File: src/rtl/core/hfpi_pkg.sv
// ----------------------------------------------------------------------------
// hfpi_pkg
// Shared types, constants and width helpers of the four-point Hermite
// interpolator.
// ----------------------------------------------------------------------------
package hfpi_pkg;

	// Configuration register format (Q1.14, two's complement).
	localparam int REG_BITS       = 16;
	localparam int CFG_INDEX_BITS = 8;

	// Fraction bits of the coefficients and of the tangents.
	localparam int COEF_FRAC = 14;
	localparam int TAN_FRAC  = 4;

	// A coefficient of the form one +/- register needs two bits above the register.
	localparam int COEF_BITS = REG_BITS + 2;

	// Register indexes of the configuration port.
	typedef enum logic [CFG_INDEX_BITS-1:0] {
		REG_TENSION = 8'd0,
		REG_BIAS    = 8'd1
	} reg_index_t;

	// Tangent shaping settings handed to the tangent units.
	typedef struct packed {
		logic signed [REG_BITS-1:0] tension;
		logic signed [REG_BITS-1:0] bias;
	} coef_t;

	// Width of a tangent in Q.TAN_FRAC for differences of the given width.
	// Weighted sum grows by COEF_BITS + 1, each rounding adds one bit back
	// before the shift takes its fraction bits away.
	function automatic int tan_bits(int diff_bits);
		return diff_bits + 2 * COEF_BITS + 3 - (COEF_FRAC - TAN_FRAC) - (COEF_FRAC + 1);
	endfunction

endpackage

File: src/rtl/core/hfpi_tangent.sv
// ----------------------------------------------------------------------------
// hfpi_tangent
// Three-stage tangent unit: biased difference sum, tension scaling, final
// rounding to Q.TAN_FRAC.
// ----------------------------------------------------------------------------
module hfpi_tangent #(
	parameter int DIFF_BITS = 17,
	localparam int M_BITS = hfpi_pkg::tan_bits(DIFF_BITS)
) (
	input  logic                        clk,
	input  logic                        en,
	input  hfpi_pkg::coef_t             coef,
	input  logic signed [DIFF_BITS-1:0] d_first,
	input  logic signed [DIFF_BITS-1:0] d_second,
	output logic signed [M_BITS-1:0]    m
);
	import hfpi_pkg::*;

	localparam int SH1     = COEF_FRAC - TAN_FRAC;
	localparam int SH2     = COEF_FRAC + 1;
	localparam int SUM_W   = DIFF_BITS + COEF_BITS + 1;
	localparam int RND_W   = SUM_W + 1 - SH1;
	localparam int TPROD_W = RND_W + COEF_BITS;

	localparam logic signed [COEF_BITS-1:0] ONE_C = COEF_BITS'(1 << COEF_FRAC);

	logic signed [COEF_BITS-1:0] bias_plus, bias_minus, tens_minus;
	logic signed [SUM_W-1:0]     sum;
	logic signed [SUM_W:0]       sum_half, sum_shift;
	logic signed [TPROD_W:0]     tp_half, tp_shift;
	logic signed [RND_W-1:0]     rnd_s2;
	logic signed [TPROD_W-1:0]   tprod_s3;

	assign bias_plus  = ONE_C + $signed({{(COEF_BITS-REG_BITS){coef.bias[REG_BITS-1]}},
		coef.bias});
	assign bias_minus = ONE_C - $signed({{(COEF_BITS-REG_BITS){coef.bias[REG_BITS-1]}},
		coef.bias});
	assign tens_minus = ONE_C - $signed({{(COEF_BITS-REG_BITS){coef.tension[REG_BITS-1]}},
		coef.tension});

	always_comb begin
		sum       = SUM_W'(d_first * bias_plus) + SUM_W'(d_second * bias_minus);
		sum_half  = $signed({sum[SUM_W-1], sum}) + $signed((SUM_W+1)'(1 << (SH1 - 1)));
		sum_shift = sum_half >>> SH1;
		tp_half   = $signed({tprod_s3[TPROD_W-1], tprod_s3})
			+ $signed((TPROD_W+1)'(1 << (SH2 - 1)));
		tp_shift  = tp_half >>> SH2;
	end

	always_ff @(posedge clk) begin
		if (en) begin
			rnd_s2   <= sum_shift[RND_W-1:0];
			tprod_s3 <= TPROD_W'(rnd_s2 * tens_minus);
			m        <= tp_shift[M_BITS-1:0];
		end
	end

endmodule

File: config.mk
export PLATFORM = sky130hd
export DESIGN_NAME = hfpi_tangent
export DESIGN_NICKNAME = d
export VERILOG_FILES = /design/src/rtl/core/hfpi_pkg.sv /design/src/rtl/core/hfpi_tangent.sv
export SDC_FILE = /design/constraint.sdc
export NUM_CORES = 2
export LEC_CHECK = 0
export BUFFER_PORTS_ARGS = -buffer_cell sky130_fd_sc_hd__buf_2
export CORE_MARGIN = 1
export CORE_UTILIZATION = 45
export CTS_CLUSTER_SIZE = 12
export DETAILED_ROUTE_END_ITERATION = 8
export GPL_TIMING_DRIVEN = 0
export PLACE_DENSITY_LB_ADDON = 0.2
export SLEW_MARGIN = 10
export SYNTH_ARGS = -nofsm -noshare
export SYNTH_HDL_FRONTEND = slang
export SYNTH_SLANG_ARGS = --single-unit
File: constraint.sdc
create_clock -name clk -period 16 [get_ports clk]
set_input_delay 2.4 -clock clk [delete_from_list [all_inputs] [get_ports clk]]
set_output_delay 2.4 -clock clk [all_outputs]
set_load 0.005 [all_outputs]
==> impl_results.md <==
- Largest delay share family, worst path: adder cells
- Most used flip-flop cell after synthesis: sky130_fd_sc_hd__edfxtp_1
- Highest metal layer with signal wires: met4
- Total clock buffers created by CTS: 9
- Final Wtd Congestion: between 0.9 and 1
- FF+latch count, synth: 84
- Fraction of the core area covered by cells at the end of the flow: a little under 50%
- Antenna diodes: 0
- Most frequent standard cell in the layout excluding fill and tap cells: sky130_fd_sc_hd__fa_1
- Nature of the critical path startpoint: input port
- Area of all sequential standard cells: about 2500 µm²
- Worst slew slack as a fraction of its limit: ~12%
- First-pass GRT wire length: about 170 mm
- CTS tree: yes
- Number of antenna violations at the first check in global routing: 0
- Cell area after technology mapping: between 40000 and 50000 µm²
- Routed length on met2: ~51 mm
- Maximum root-to-sink buffer count: 2
- Start-to-end type of the worst setup path: in -> reg
- Fraction of registers with async set/reset: 0%
- Met3 routed wirelength: 5.88 mm
- Worst Clk Skew: 17.7 ps
- Clock H-tree levels: 3
- Critical path buffers and inverters: 10
- Highest Clock Rate: between 0.08 and 0.09 GHz
- Global-route total usage across every layer: between 20% and 30%
- Peak fanout along the critical path: 10
- Kind of capture point of the worst setup path: register
- Area fraction in and, or, nand and nor cells after synthesis: ~14%
- Hold violation total from the final report: 0
- First-iteration detailed-routing DRC count: around 1500
- Multi-input combinational cell area: between 30000 and 40000 µm²
- Sinks on the clock net: 84
- Cell count after synthesis: ~4000
- Number of top-level design ports: between 90 and 100
- M1 WL: 46.9 mm
- Remaining antenna violation count: 0
- Distinct cell type count of the synthesized netlist: 61
- Area fraction in compound gates after synthesis: under 10%
- Post-synthesis area per instance: approximately 9.8 µm²
- Clock Latency Late Sink: 390 ps
- Residual DRC: 13
- Max-slew violation count: 0
- Failing checks: DRC
- Placeable core region: 88600 µm²
- Die area: roughly 91000 µm²
- Mux cell area share after synthesis: 0.0248%
- DR pass1 iterations: 7
- Adder-cell share of the synthesized area: between 60 and 70%
- Number of rows created at floorplan: 109
- Worst slew pin tran: around 1300 ps
- Die span in x: 301 µm
- Critical path data arrival time: roughly 12000 ps
- Main combinational cell family by area after synthesis: adder cells
- Cell with the largest stage delay on the worst path: sky130_fd_sc_hd__xnor2_1
- Count of buffers added by post-CTS timing repair for setup: 0
- Total negative slack for setup checks: 0 ps
- Nets@finish: 5650
- Parity-gate share of the synthesized area counting xor and xnor cells: approximately 2.9%
- Number of vias after detailed routing: roughly 27000
- Post-detailed-routing wire length: ~110 mm
- Status: complete, but fails checks
- Final-layout fill cell count: about 8400
- Crit path largest cell delay: 950 ps
- Cts hold-fix bufs: 0
- Height of the chip: roughly 300 µm
- Reg-to-reg slack, setup: between 8000 and 9000 ps
- Net count after synthesis: roughly 5500
- Via-per-instance ratio: 5.02
- Shortest clock period the worst path allows after layout: ~12000 ps
- Vias in the first global route: roughly 30000
- Fraction of the yosys area taken by sequential cells: 6.25%
- Number of enable flip-flop cells after synthesis: 84
- Worst EP required: around 16000 ps
- Share of the clock period used by the worst path: 76.4%
- Fraction of final layout cells with drive strength greater than 1: 3.27%
- Routed length per placed instance: 19.8 µm
- Number of resized instances in the post-cts repair step: 0
- Maximum number of pins on one net before global-route repair: between 50 and 60
- Clock-pin slew on the worst setup and hold paths: 80 ps
- Number of buffers inserted by port buffering: 92
- Commonest cells after routing, fill and taps aside: sky130_fd_sc_hd__fa_1 (1117), sky130_fd_sc_hd__inv_1 (1062), sky130_fd_sc_hd__nand2_1 (629), sky130_fd_sc_hd__and2_1 (328), sky130_fd_sc_hd__ha_1 (245)
- Congestion Overflow GR: 0
- Hold Crit Class: reg -> reg
- Max-capacitance violation count: 0
- Number of setup violations in the final report: 0
- Growth of design area from synthesis to finish: 5.80%
- RSZ-0062 raised after global routing: false
- Number of warnings issued by yosys: 0
- Starting density of the core: a little under half
- Total half-perimeter wirelength after legalization and detailed placement: 95.0 mm
- Clock root buffer: sky130_fd_sc_hd__clkbuf_16
## worst reg2reg max path, cell delays in order, from the launching register on
cell and delay [ps]:
sky130_fd_sc_hd__edfxtp_1 670, sky130_fd_sc_hd__clkbuf_1 520, sky130_fd_sc_hd__nand2_1 150, sky130_fd_sc_hd__fa_1 530, sky130_fd_sc_hd__inv_1 60, sky130_fd_sc_hd__fa_1 530, sky130_fd_sc_hd__inv_1 50, sky130_fd_sc_hd__fa_1 480
sky130_fd_sc_hd__fa_1 550, sky130_fd_sc_hd__inv_1 60, sky130_fd_sc_hd__fa_1 490, sky130_fd_sc_hd__fa_1 430, sky130_fd_sc_hd__ha_1 220, sky130_fd_sc_hd__or3_1 380, sky130_fd_sc_hd__a221oi_1 410, sky130_fd_sc_hd__o2111ai_1 250
sky130_fd_sc_hd__a21oi_1 460, sky130_fd_sc_hd__o31a_1 340, sky130_fd_sc_hd__o22ai_2 210, sky130_fd_sc_hd__nor2_1 370, sky130_fd_sc_hd__o21ai_0 190, sky130_fd_sc_hd__xor2_1 170
## per-layer routing
layer | vias up | GRT usage (%)
met5 | - | 0
met4 | 0 | 5.79
met3 | 109 | 2.47
met2 | 734 | 42.3
met1 | 14200 | 34.8
li1 | 12000 | -
## state kept, by name, indices dropped and copies added (netlist names)
name / count
m: 29
tprod_s3: 29
rnd_s2: 26
## final cells by class
class | instances | share of cell area (%)
Multi-Input combinational cell | 2818 | 78.0
Inverter | 1063 | 9.35
Sequential cell | 84 | 5.91
Tap cell | 1165 | 3.41
Buffer | 151 | 1.35
Timing Repair Buffer | 93 | 1.15
Clock buffer | 9 | 0.528
Clock inverter | 7 | 0.302
## path summary, 6_finish.rpt
path / startpoint / endpoint / cells after the start
hold reg to reg: tprod_s3[30]$_DFFE_PP_ / m[15]$_DFFE_PP_ / 1
setup reg to reg: rnd_s2[9]$_DFFE_PP_ / tprod_s3[34]$_DFFE_PP_ / 21
hold / removal: tprod_s3[30]$_DFFE_PP_ / m[15]$_DFFE_PP_ / 1
setup / recovery: coef[0] / rnd_s2[16]$_DFFE_PP_ / 32
## synth_stat cells (3+ instances only)
cell / number / area [µm²]
sky130_fd_sc_hd__ha_1: 245 / 3070
sky130_fd_sc_hd__clkbuf_1: 141 / 529
sky130_fd_sc_hd__xnor2_1: 97 / 850
sky130_fd_sc_hd__o21a_1: 7 / 52.6
sky130_fd_sc_hd__xor2_1: 33 / 289
sky130_fd_sc_hd__fa_1: 1117 / 22400
sky130_fd_sc_hd__or2_2: 7 / 43.8
sky130_fd_sc_hd__nand3_1: 15 / 75.1
sky130_fd_sc_hd__a21boi_0: 4 / 30.0
sky130_fd_sc_hd__inv_1: 1062 / 3990
sky130_fd_sc_hd__nor4_1: 9 / 56.3
sky130_fd_sc_hd__a21oi_1: 42 / 210
sky130_fd_sc_hd__and2_1: 328 / 2050
sky130_fd_sc_hd__o21ai_0: 19 / 95.1
sky130_fd_sc_hd__nand2b_1: 55 / 344
sky130_fd_sc_hd__buf_1: 7 / 26.3
sky130_fd_sc_hd__a211oi_1: 4 / 30.0
sky130_fd_sc_hd__or3_1: 4 / 25.0
sky130_fd_sc_hd__edfxtp_1: 84 / 2520
sky130_fd_sc_hd__a21o_1: 19 / 143
sky130_fd_sc_hd__nand2_1: 629 / 2360
sky130_fd_sc_hd__nand4_1: 11 / 68.8
sky130_fd_sc_hd__nor2b_1: 40 / 250
sky130_fd_sc_hd__o22ai_1: 3 / 18.8
sky130_fd_sc_hd__nor3_1: 13 / 65.1
sky130_fd_sc_hd__nor2_1: 48 / 180
sky130_fd_sc_hd__and3_1: 10 / 62.6
sky130_fd_sc_hd__o21bai_1: 8 / 60.1
sky130_fd_sc_hd__o211ai_1: 5 / 37.5
sky130_fd_sc_hd__and4_1: 4 / 35.0
sky130_fd_sc_hd__o21ai_1: 4 / 20.0
## kinds of logic (layout without fill, tap and decap cells)
kind of cell	count (synthesis)	in the layout
AO/OA/AOI/OAI	141	141
XOR/XNOR	131	131
adder cells (fa/ha/maj)	1362	1362
buffers and inverters	1214	1323
flip-flops	84	84
multiplexers	1	1
AND/OR/NAND/NOR	1183	1183
## through the flow
step | hold slack (ps) | setup slack (ps) | std cells | cell area (µm²)
floorplan | 541 | 5570 | 4116 | 40300
global placement | 548 | 3110 | 5373 | 42300
detailed placement | 557 | 3430 | 5374 | 42300
CTS | 576 | 3760 | 5390 | 42700
global route | 601 | 3410 | 5390 | 42700
finish | 571 | 3770 | 5390 | 42700
Power is not shown: default switching activity piles up to over one toggle a cycle in this logic, so the estimate is an artifact.
